File: src/hw/rtl/i2cbe_pkg.sv
// Shared types and codes for the I2C master byte engine.
package i2cbe_pkg;

  // Stream widths; the tdata widths are padded to whole bytes
  localparam int unsigned IN_TDATA_W  = 24;
  localparam int unsigned IN_TUSER_W  = 2;
  localparam int unsigned OUT_TDATA_W = 16;
  localparam int unsigned OUT_TUSER_W = 3;

  // Bus symbol codes
  typedef enum logic [2:0] {
    SYM_START   = 3'd0,
    SYM_SENT    = 3'd1,
    SYM_ACKSLOT = 3'd2,
    SYM_READ    = 3'd3,
    SYM_MACK    = 3'd4,
    SYM_MNACK   = 3'd5,
    SYM_STOP    = 3'd6,
    SYM_SKIP    = 3'd7
  } symbol_t;

  // Beat status codes
  typedef enum logic [1:0] {
    STAT_OK      = 2'd0,
    STAT_NO_ACK  = 2'd1,
    STAT_SKIPPED = 2'd2
  } status_t;

  // Work kind of one queued item
  typedef enum logic [1:0] {
    KIND_SKIP  = 2'd0,
    KIND_WRITE = 2'd1,
    KIND_READ  = 2'd2
  } kind_t;

  // Emission phase of the back end
  typedef enum logic [2:0] {
    PH_SKIP  = 3'd0,
    PH_START = 3'd1,
    PH_BIT   = 3'd2,
    PH_TAIL  = 3'd3,
    PH_STOP  = 3'd4
  } phase_t;

  // Classified item passed from front to back
  typedef struct packed {
    kind_t      kind;   // skip, sent byte with ack slot, or read byte
    logic       start;  // precede the byte with a start
    logic [7:0] data;   // byte to send or byte shifted in
    logic       tack;   // target level in the ack slot (write only)
    logic       stop;   // write: stop after ack; read: nack and stop
  } desc_t;

endpackage

File: src/hw/rtl/i2c_master_byte_engine_unit.sv
// Path: an input beat is queued as a descriptor, loaded into the back-end sequencer,
// and its symbols leave through the output register. Throughput: one symbol per cycle
// while the output is not stalled; a run holds 1 to 11 symbols. Input beats are
// taken every cycle while the descriptor queue has room.
// Reset: synchronous active-low rst_n empties the queue, idles the sequencer and
// clears the read-mode and abort state.
module i2c_master_byte_engine_unit #(
  parameter int unsigned QUEUE_DEPTH = 4  // at least 2
) (
  input  logic                              clk,
  input  logic                              rst_n,
  input  logic                              in_tvalid,
  output logic                              in_tready,
  // byte_value[7:0], stop_flag[8], target_ack[9], target_byte[17:10], zero pad
  input  logic [i2cbe_pkg::IN_TDATA_W-1:0]  in_tdata,
  // command[0], first_item[1]
  input  logic [i2cbe_pkg::IN_TUSER_W-1:0]  in_tuser,
  input  logic                              in_tlast,   // last_item
  output logic                              out_tvalid,
  input  logic                              out_tready,
  // bit_value[0], read_byte[8:1], status[10:9], zero pad
  output logic [i2cbe_pkg::OUT_TDATA_W-1:0] out_tdata,
  // symbol[2:0]
  output logic [i2cbe_pkg::OUT_TUSER_W-1:0] out_tuser,
  output logic                              out_tlast   // last_of_run
);
  import i2cbe_pkg::*;

  desc_t front_desc, head_desc;
  logic  q_full, q_valid, q_pop;

  assign in_tready = !q_full;

  i2cbe_front u_front (
    .clk       (clk),
    .rst_n     (rst_n),
    .in_tvalid (in_tvalid),
    .in_tready (in_tready),
    .in_tdata  (in_tdata),
    .in_tuser  (in_tuser),
    .in_tlast  (in_tlast),
    .desc      (front_desc)
  );

  i2cbe_queue #(
    .DEPTH (QUEUE_DEPTH)
  ) u_queue (
    .clk        (clk),
    .rst_n      (rst_n),
    .push       (in_tvalid && in_tready),
    .push_desc  (front_desc),
    .full       (q_full),
    .pop        (q_pop),
    .head_valid (q_valid),
    .head_desc  (head_desc)
  );

  i2cbe_back u_back (
    .clk        (clk),
    .rst_n      (rst_n),
    .head_valid (q_valid),
    .head_desc  (head_desc),
    .pop        (q_pop),
    .out_tvalid (out_tvalid),
    .out_tready (out_tready),
    .out_tdata  (out_tdata),
    .out_tuser  (out_tuser),
    .out_tlast  (out_tlast)
  );

endmodule

File: src/hw/rtl/i2cbe_front.sv
// Front end: unpacks input beats, tracks transaction state, classifies items.
module i2cbe_front (
  input  logic                             clk,
  input  logic                             rst_n,
  input  logic                             in_tvalid,
  input  logic                             in_tready,
  input  logic [i2cbe_pkg::IN_TDATA_W-1:0] in_tdata,
  input  logic [i2cbe_pkg::IN_TUSER_W-1:0] in_tuser,
  input  logic                             in_tlast,
  output i2cbe_pkg::desc_t                 desc
);
  import i2cbe_pkg::*;

  logic       read_mode_r, read_mode_nxt;
  logic       aborted_r, aborted_nxt;
  logic       cmd, first, last, stopf, tack;
  logic [7:0] bv, tb;
  logic       accept;

  // Unpack the beat
  assign cmd    = in_tuser[0];
  assign first  = in_tuser[1];
  assign last   = in_tlast;
  assign bv     = in_tdata[7:0];
  assign stopf  = in_tdata[8];
  assign tack   = in_tdata[9];
  assign tb     = in_tdata[17:10];
  assign accept = in_tvalid && in_tready;

  // Classify the item and work out the transaction state it leaves
  always_comb begin
    read_mode_nxt = read_mode_r;
    aborted_nxt   = aborted_r;
    desc.kind     = KIND_WRITE;
    desc.start    = 1'b0;
    desc.data     = bv;
    desc.tack     = tack;
    desc.stop     = last && stopf;
    if (first) begin
      desc.start    = 1'b1;
      desc.data     = cmd ? (bv + 8'd1) : bv;
      desc.stop     = last && (cmd || stopf);
      read_mode_nxt = cmd;
      aborted_nxt   = tack;
    end else if (aborted_r) begin
      desc.kind = KIND_SKIP;
      desc.stop = 1'b0;
    end else if (read_mode_r) begin
      desc.kind = KIND_READ;
      desc.data = tb;
      desc.tack = 1'b0;
      desc.stop = last;
    end else begin
      aborted_nxt = tack;
    end
  end

  // Hold state between beats
  always_ff @(posedge clk) begin
    if (!rst_n) begin
      read_mode_r <= 1'b0;
      aborted_r   <= 1'b0;
    end else if (accept) begin
      read_mode_r <= read_mode_nxt;
      aborted_r   <= aborted_nxt;
    end
  end

endmodule

File: src/hw/rtl/i2cbe_queue.sv
// Short descriptor queue between the front and back ends.
module i2cbe_queue #(
  parameter int unsigned DEPTH = 4  // at least 2
) (
  input  logic             clk,
  input  logic             rst_n,
  input  logic             push,
  input  i2cbe_pkg::desc_t push_desc,
  output logic             full,
  input  logic             pop,
  output logic             head_valid,
  output i2cbe_pkg::desc_t head_desc
);
  import i2cbe_pkg::*;

  localparam int unsigned PTR_W = $clog2(DEPTH);
  localparam int unsigned CNT_W = $clog2(DEPTH + 1);

  desc_t            mem [DEPTH];
  logic [PTR_W-1:0] wr_ptr_r, rd_ptr_r;
  logic [CNT_W-1:0] count_r;

  assign full       = (count_r == CNT_W'(DEPTH));
  assign head_valid = (count_r != '0);
  assign head_desc  = mem[rd_ptr_r];

  // Store pushed descriptors
  always_ff @(posedge clk) begin
    if (push) begin
      mem[wr_ptr_r] <= push_desc;
    end
  end

  // Advance pointers and occupancy
  always_ff @(posedge clk) begin
    if (!rst_n) begin
      wr_ptr_r <= '0;
      rd_ptr_r <= '0;
      count_r  <= '0;
    end else begin
      if (push) begin
        wr_ptr_r <= (wr_ptr_r == PTR_W'(DEPTH - 1)) ? '0 : wr_ptr_r + 1'b1;
      end
      if (pop) begin
        rd_ptr_r <= (rd_ptr_r == PTR_W'(DEPTH - 1)) ? '0 : rd_ptr_r + 1'b1;
      end
      if (push && !pop) begin
        count_r <= count_r + 1'b1;
      end else if (pop && !push) begin
        count_r <= count_r - 1'b1;
      end
    end
  end

endmodule

File: src/hw/rtl/i2cbe_back.sv
// Back end: walks each descriptor and emits one bus symbol per cycle while the output is not stalled.
module i2cbe_back (
  input  logic                              clk,
  input  logic                              rst_n,
  input  logic                              head_valid,
  input  i2cbe_pkg::desc_t                  head_desc,
  output logic                              pop,
  output logic                              out_tvalid,
  input  logic                              out_tready,
  output logic [i2cbe_pkg::OUT_TDATA_W-1:0] out_tdata,
  output logic [i2cbe_pkg::OUT_TUSER_W-1:0] out_tuser,
  output logic                              out_tlast
);
  import i2cbe_pkg::*;

  desc_t      desc_r;
  logic       busy_r;
  phase_t     phase_r, phase_nxt;
  logic [2:0] bit_cnt_r, bit_cnt_nxt;

  logic       advance, final_sym;
  symbol_t    sym;
  logic       bit_val;
  logic [7:0] rbyte;
  status_t    stat;

  logic       out_valid_r;
  symbol_t    out_sym_r;
  logic       out_bit_r, out_last_r;
  logic [7:0] out_rbyte_r;
  status_t    out_stat_r;

  // Step when a symbol is in hand and the output stage has room
  assign advance = busy_r && (!out_valid_r || out_tready);
  assign pop     = head_valid && (!busy_r || (advance && final_sym));

  // Current symbol and next phase
  always_comb begin
    phase_nxt   = phase_r;
    bit_cnt_nxt = bit_cnt_r;
    sym         = SYM_SKIP;
    bit_val     = 1'b1;
    rbyte       = 8'd0;
    stat        = STAT_OK;
    final_sym   = 1'b0;
    unique case (phase_r)
      PH_SKIP: begin
        stat      = STAT_SKIPPED;
        final_sym = 1'b1;
      end
      PH_START: begin
        sym         = SYM_START;
        bit_val     = 1'b0;
        phase_nxt   = PH_BIT;
        bit_cnt_nxt = 3'd7;
      end
      PH_BIT: begin
        sym         = (desc_r.kind == KIND_READ) ? SYM_READ : SYM_SENT;
        bit_val     = desc_r.data[bit_cnt_r];
        bit_cnt_nxt = bit_cnt_r - 3'd1;
        if (bit_cnt_r == 3'd0) begin
          phase_nxt = PH_TAIL;
        end
      end
      PH_TAIL: begin
        phase_nxt = PH_STOP;
        if (desc_r.kind == KIND_READ) begin
          sym       = desc_r.stop ? SYM_MNACK : SYM_MACK;
          bit_val   = desc_r.stop;
          rbyte     = desc_r.data;
          final_sym = !desc_r.stop;
        end else begin
          sym       = SYM_ACKSLOT;
          bit_val   = desc_r.tack;
          stat      = desc_r.tack ? STAT_NO_ACK : STAT_OK;
          final_sym = !(desc_r.tack || desc_r.stop);
        end
      end
      PH_STOP: begin
        sym       = SYM_STOP;
        stat      = (desc_r.kind == KIND_WRITE && desc_r.tack) ? STAT_NO_ACK : STAT_OK;
        final_sym = 1'b1;
      end
      default: begin
        final_sym = 1'b1;
      end
    endcase
  end

  // Load descriptors and step through their phases
  always_ff @(posedge clk) begin
    if (!rst_n) begin
      busy_r    <= 1'b0;
      phase_r   <= PH_SKIP;
      bit_cnt_r <= 3'd7;
    end else if (pop) begin
      busy_r    <= 1'b1;
      bit_cnt_r <= 3'd7;
      if (head_desc.kind == KIND_SKIP) begin
        phase_r <= PH_SKIP;
      end else if (head_desc.start) begin
        phase_r <= PH_START;
      end else begin
        phase_r <= PH_BIT;
      end
    end else if (advance) begin
      busy_r    <= !final_sym;
      phase_r   <= phase_nxt;
      bit_cnt_r <= bit_cnt_nxt;
    end
  end

  always_ff @(posedge clk) begin
    if (pop) begin
      desc_r <= head_desc;
    end
  end

  // Output register
  always_ff @(posedge clk) begin
    if (!rst_n) begin
      out_valid_r <= 1'b0;
    end else if (advance) begin
      out_valid_r <= 1'b1;
    end else if (out_tready) begin
      out_valid_r <= 1'b0;
    end
  end

  always_ff @(posedge clk) begin
    if (advance) begin
      out_sym_r   <= sym;
      out_bit_r   <= bit_val;
      out_rbyte_r <= rbyte;
      out_stat_r  <= stat;
      out_last_r  <= final_sym;
    end
  end

  assign out_tvalid = out_valid_r;
  assign out_tuser  = out_sym_r;
  assign out_tlast  = out_last_r;
  assign out_tdata  = {5'd0, out_stat_r, out_rbyte_r, out_bit_r};

endmodule

File: config.mk
export PLATFORM = sky130hd
export DESIGN_NAME = i2c_master_byte_engine_unit
export DESIGN_NICKNAME = d
export VERILOG_FILES = /design/src/hw/rtl/i2cbe_pkg.sv /design/src/hw/rtl/i2c_master_byte_engine_unit.sv /design/src/hw/rtl/i2cbe_front.sv /design/src/hw/rtl/i2cbe_queue.sv /design/src/hw/rtl/i2cbe_back.sv
export SDC_FILE = /design/constraint.sdc
export NUM_CORES = 1
export LEC_CHECK = 0
export BUFFER_PORTS_ARGS = -buffer_cell sky130_fd_sc_hd__buf_4
export CORE_ASPECT_RATIO = 1.2
export CORE_UTILIZATION = 25
export DETAILED_ROUTE_END_ITERATION = 7
export PLACE_DENSITY = 0.42
export SYNTH_ARGS = -nofsm -noshare
export SYNTH_HDL_FRONTEND = slang
export SYNTH_SLANG_ARGS = --single-unit
File: constraint.sdc
create_clock -name clk -period 2.3 [get_ports clk]
set_input_delay 0 -clock clk [delete_from_list [all_inputs] [get_ports clk]]
set_output_delay 0 -clock clk [all_outputs]
set_load 0.05 [all_outputs]
======== Word-level counts from Yosys, hierarchy flattened ========
Memories as Yosys holds them, arrays and structs flattened. A register that Yosys moved wholly into a read port is not among the register bits.
Index checks and enable logic that the tools add are counted.
word-level totals
  logic and storage cells ................. 120
  output and inout port bits .............. 22
  bits of input ports ..................... 31
  memories ................................ 1
  memory bits (writable) .................. 52
  flip-flop bits (word level) ............. 44
operators by class
  eq/ne operators ......................... 10
  $lt $le $gt $ge ......................... 1
  $add $sub $neg .......................... 6
  reduce and logical (&&, ||, !) cells .... 36
  bitwise gates (word level) .............. 1
  multiplexer cells ....................... 47
memory list
  name         depth  width  rd ports  clocked after memory_dff  wr ports  RTL line           source
  u_queue.mem  4      13     1         1                         1         i2cbe_queue.sv:19  desc_t mem [DEPTH];
operator list
  operator                                                               count
  3-bit two-way mux                                                      7
  2-bit two-way mux                                                      10
  1-bit two-way mux                                                      19
  8-bit two-way mux                                                      2
  3-bit one-hot mux with 4 select lines                                  1
  10-bit two-way mux                                                     1
  1-bit logical AND                                                      9
  9-bit two-way mux                                                      1
  3-bit one-hot mux with 3 select lines                                  1
  8-bit by 1-bit adder with 8-bit output (second input constant)         1
  1-bit zero test                                                        8
  2-bit nonzero test                                                     4
  2-bit == test (second input constant)                                  3
  3-bit by 2-bit == test with 1-bit output (second input constant)       2
  3-bit == test (second input constant)                                  2
  3-bit zero test                                                        2
  2-bit one-hot mux with 3 select lines                                  1
  3-bit one-hot mux with 2 select lines                                  1
  2-bit AND reduction                                                    3
  3-bit by 1-bit subtractor with 3-bit output (second input constant)    2
  2-bit by 1-bit adder with 2-bit output (second input constant)         2
  1-bit logical OR                                                       4
  3-bit by 4-bit < comparator with 1-bit output (second input constant)  1
  4-bit nonzero test                                                     1
  12 further kinds                                                       13

======== Depth between registers and ports, before layout ========
  depth in word-level cells ............... 10
  mapped depth ............................ 10
  gate-level depth less buffers ........... 9

======== By module ========
A second synthesis with hierarchy kept.
second synthesis, totals
  cell total of the unflattened synthesis .. 301
  area, all modules ....................... 4435.5 um2
modules (own cells, without submodules)
  module                       seq. area each (um2)  cells an instance  instances  area each (um2)
  i2cbe_queue                  1741.7                111                1          2341.0
  i2cbe_back                   970.9                 127                1          1619.1
  i2cbe_front                  40.0                  61                 1          465.4
  i2c_master_byte_engine_unit  0.0                   2                  1          10.0

======== Least setup slack after synthesis ========
OpenSTA, ideal clock, no wires.
  path type ............................... register -> register
  start ................................... reg u_back.out_valid_r (netlist: u_back.out_tvalid)
  end ..................................... reg u_queue.count_r[2]
  setup slack ............................. -0.135 ns
  clock period less this slack ............ 2.435 ns
  cell stages (with the launch flop) ...... 10
  arrival ................................. 2.359 ns
  cell sequence ........................... dfxtp_1 -> nor2b_1 -> a21oi_1 -> o21ai_4 -> ha_1 -> inv_1 -> fa_1 -> xor2_1 -> or3_1 -> a21boi_0
on the way
  cells in the longest elaborated chain, start to end .. 9
  elaborated cells between the ends (all ways) .. 11
  classes of those cells .................. mux: 1; reduce/logical: 10
RTL lines
  what                                                            RTL line           source
  start, declared                                                 i2cbe_back.sv:27   logic out_valid_r;
  start signal, assigned                                          i2cbe_back.sv:122  out_valid_r <= 1'b0;
  start signal, assigned                                          i2cbe_back.sv:124  out_valid_r <= 1'b1;
  start signal, assigned                                          i2cbe_back.sv:126  out_valid_r <= 1'b0;
  1-bit zero test (*)                                             i2cbe_back.sv:34   assign advance = busy_r && (!out_valid_r || out_tready);
  1-bit logical OR (*)                                            i2cbe_back.sv:34
  1-bit logical AND (*)                                           i2cbe_back.sv:34
  1-bit logical AND (*)                                           i2cbe_back.sv:35   assign pop = head_valid && (!busy_r || (advance && final_sym));
  1-bit logical OR (*)                                            i2cbe_back.sv:35
  1-bit logical AND (*)                                           i2cbe_back.sv:35
  1-bit zero test                                                 i2cbe_queue.sv:47  if (push && !pop) begin
  1-bit logical AND                                               i2cbe_queue.sv:47
  3-bit two-way mux / 2-bit nonzero test (equally long branches)  --
  end signal, assigned                                            i2cbe_queue.sv:48  count_r <= count_r + 1'b1;
  end signal, assigned                                            i2cbe_queue.sv:50  count_r <= count_r - 1'b1;
  end, declared                                                   i2cbe_queue.sv:21  logic [CNT_W-1:0] count_r;
Mark *: on every way between the ends. The rest lies on a longest branch, timed or not.
A chain may end at the register's enable or synchronous reset.

======== Worst setup path in the final report ========
  start ................................... reg u_back.phase_r[0]
  end ..................................... reg u_queue.count_r[2]
on the way
  cells in the longest elaborated chain, start to end .. 9
  elaborated cells between the ends (all ways) .. 13
  classes of those cells .................. eq/ne: 3; mux: 2; reduce/logical: 8
RTL lines
  what                                                                                                         RTL line           source
  start, declared                                                                                              i2cbe_back.sv:18   phase_t phase_r, phase_nxt;
  start signal, assigned                                                                                       i2cbe_back.sv:108  phase_r <= phase_nxt;
  3-bit by 1-bit == test with 1-bit output / 3-bit by 2-bit == test with 1-bit output (equally long branches)  i2cbe_back.sv:46   unique case (phase_r)
  2-bit OR reduction (no source line)                                                                          --
  1-bit one-hot mux with 2 select lines (*)                                                                    i2cbe_back.sv:46
  1-bit logical AND (*)                                                                                        i2cbe_back.sv:35
  1-bit logical OR (*)                                                                                         i2cbe_back.sv:35
  1-bit logical AND (*)                                                                                        i2cbe_back.sv:35
  1-bit zero test                                                                                              i2cbe_queue.sv:47
  1-bit logical AND                                                                                            i2cbe_queue.sv:47
  3-bit two-way mux / 2-bit nonzero test (equally long branches)                                               --
Marks and branches as above.

==> results.md <==
* Post-DP HPWL at 5.68 mm
* Nets@finish at 398
* Root buffer cell: clkbuf_16
* Critical path type: register to register
* Static leakage at 1.92 nW
* Fraction of layout cells with a size suffix above 1 at 27.1%
* Total Wirelength at 7.89 mm
* CP max FO at 7
* Fill cell count at 1703
* FF+latch area at 2760 sq um
* 1st-iter DRT viols at 138
* Status: finished, final reports clean
* Core Area at 16900 sq um
* Post-synth ARST share at 0%
* Fmax at 458 MHz
* Vias in the first global route at 2507
* Mean post-synth cell area at 14.5 sq um
* CP bufs+invs at 1
* Post-synthesis cell area at 4320 sq um
* Initial antenna violation count at 0
* Final core occ at 31.3%
* Tot GR Track Use at 9.58%
* Clock Path Buffers at 2
* Setup bufs post-CTS at 0
* Critical Path End Type: register
* Leading area contributor after synthesis: edfxtp_1
* Required @ worst endpoint at 2.57 ns
* Fin. Hold Viols at 0
* Cell family with most CP delay: adder cells
* Post-synth top cells: edfxtp_1, nand2_1, dfxtp_1, and2_1, mux4_2
* Grt total ovfl at 0
* Minimum clock period at 2.18 ns
* Warnings from Yosys at 0
* Arr. time, crit path at 2.45 ns
* Syn Inst Count at 297
* Primary FF master, synth: edfxtp_1
* N_diodes at 0
* Final WS setup at 0.119 ns
* TritonCTS buffer count at 9
* Final setup viols at 0
* First-pass GRT wire length at 12.9 mm
* Sequential-to-total area share from yosys stat at 63.7%
* Dpl ws at 0.0624 ns
* TritonCTS clock tree: built
* Final period util at 94.8%
* Pin count of the biggest net entering global routing at 28
* Seq cells post-synth at 98
* Power Density at 1130 nW/um^2
* Die width at 122 um
* Post-route ant nets at 0
* RSZ-0062 raised after global routing: false
* Final Max Slew Viols at 0
* Crit path cell chain: o21ba_2 > nand2_1 > o21ai_4 > ha_1 > inv_1 > fa_1 > xor2_1 > or3_1 > a21boi_0
* Hold Path Class: input pin to register
* Effective utilization at floorplan at 25.5%
* Drt first pass iters at 4
* Largest cells by area after synthesis: edfxtp_1, dfxtp_1, mux4_2
* Via count of the routed design at 2434
* RR Startpoint: u_back.phase_r[0]
* Skew-Pair Late Insertion Delay at 0.34 ns
* Setup TNS at 0 ns
* Max Clock Skew at 0.00694 ns
* CTS sink count at 98
* Die Height at 146 um
* Worst-path clk slew at 0.07 ns
* Worst rel slew slack at 60.5%
* Vias per cell at 4.21
* CP startpoint kind: register
* Die ar. at 17800 sq um
* Multi-input gate area at 1450 sq um
* Routed len/inst at 13.6 um
* Final RePlAce weighted congestion at 0.750
* Post-synth cell types at 47
* IO Pins at 53
* Total design power at 0.00597 W
* DRC viols at 0
* Crit path launch: u_back.phase_r[0]
* Number of enable flip-flop cells after synthesis at 79
* Least-Margin Pin Slew at 0.591 ns
* Most common cell in the netlist: edfxtp_1
* Max_cap viols at 0
* H-tree lvl count at 3
* Min-Delay Startpoint: in_tlast
* Max stage delay on crit path at 0.38 ns
* Syn-to-layout area delta at 22.7%
* Peak VDD IR at 311 uV
* Share of the synthesized area in the top cell type at 54.9%
* Port bufs at 41
* Rows at 52
* Critical path's slowest cell: dfxtp_2
==> stage by stage <==
stage | area (sq um) | hold WS [ns] | instances
final | 5300 | 0.0458 | 578
after global placement | 4950 | 0.303 | 559
after CTS | 5290 | 0.0339 | 578
after global routing | 5300 | 0.0414 | 578
after detailed placement | 4950 | 0.299 | 559
after floorplan | 4340 | 0.0989 | 301
==> registers in the layout, summed over array words and instances, names as in the netlist, named ones only <==
register             cells
u_queue.wr_ptr_r         2
u_front.read_mode_r      1
u_back.busy_r            1
u_queue.count_r          3
u_back.out_tuser         3
u_back.phase_r           3
u_back.out_stat_r        2
u_queue.mem             52
u_back.bit_cnt_r         3
u_back.out_bit_r         1
u_back.out_rbyte_r       8
u_back.out_tlast         1
u_back.desc_r           12
u_back.out_tvalid        1
u_queue.rd_ptr_r         2
u_front.aborted_r        1
==> report_power, final <==
group / total [W] / internal (W) / switching (W)
combinational: 0.00177 / 0.000738 / 0.00103
clock: 0.00159 / 0.000951 / 0.000638
sequential: 0.00262 / 0.00241 / 0.000211
==> cells in the final DEF, fill, tap and decap left out, drive strengths merged, types with 2 or more instances in the layout <==
cell and n:
a211oi 5, a21boi 6, a21oi 7, a31oi 2
and2 16, and3 5, buf 59, bufinv 2
clkbuf 9, clkinv 3, conb 5, dfxtp 19
dlygate4sd3 3, edfxtp 79, ha 9, inv 10
mux2i 10, mux4 15, nand2 20, nand2b 4
nand3 2, nand3b 2, nand4 3, nor2 9
nor2b 13, nor3 5, o211ai 2, o21a 2
o21ai 14, or3 2, xnor2 7, xor2 3
==> cells by family after synthesis <==
| logic type | count (synthesis) | synth area share, % |
|---|---|---|
| flip-flops | 98 | 63.7 |
| AND/OR/NAND/NOR | 84 | 10.7 |
| AO/OA/AOI/OAI | 43 | 6.92 |
| multiplexers | 26 | 10.4 |
| buffers and inverters | 25 | 3.07 |
| adder cells (fa/ha/maj) | 10 | 3.07 |
| XOR/XNOR | 10 | 2.03 |
| other | 1 | 0.0868 |
==> per-layer routing <==
layer  track usage (%)  up-vias  wire length, um
met5                 0        -                0
met4              4.94        0              195
met3              2.55       11              309
met2              15.9       50             3980
met1              11.2     1159             3400
li1                  -     1214                -
==> worst paths after layout <==
kind                             end  cells past startpoint  slack [ns]
setup / recovery  u_queue.count_r[2]                      9        0.12
hold / removal     u_queue.mem[2][0]                      2        0.05
setup reg to reg  u_queue.count_r[2]                      9        0.12
hold reg to reg             register                      2        0.50
==> layout make-up <==
type	count	area share [%]
Clock buffer	9	4.25
Clock inverter	7	1.70
Inverter	8	0.567
Multi-Input combinational cell	178	27.4
Sequential cell	98	52.0
Tap cell	216	5.10
Timing Repair Buffer	62	8.93
==> timing repair <==
| item | CTS | global route |
|---|---|---|
| setup endpoints to repair | 0 | 1 |
| hold endpoints to repair | 5 | 0 |
| resized for setup | 0 | 2 |
| hold buffers | 3 | 0 |
Note: power is estimated with default switching activity, not from simulation.
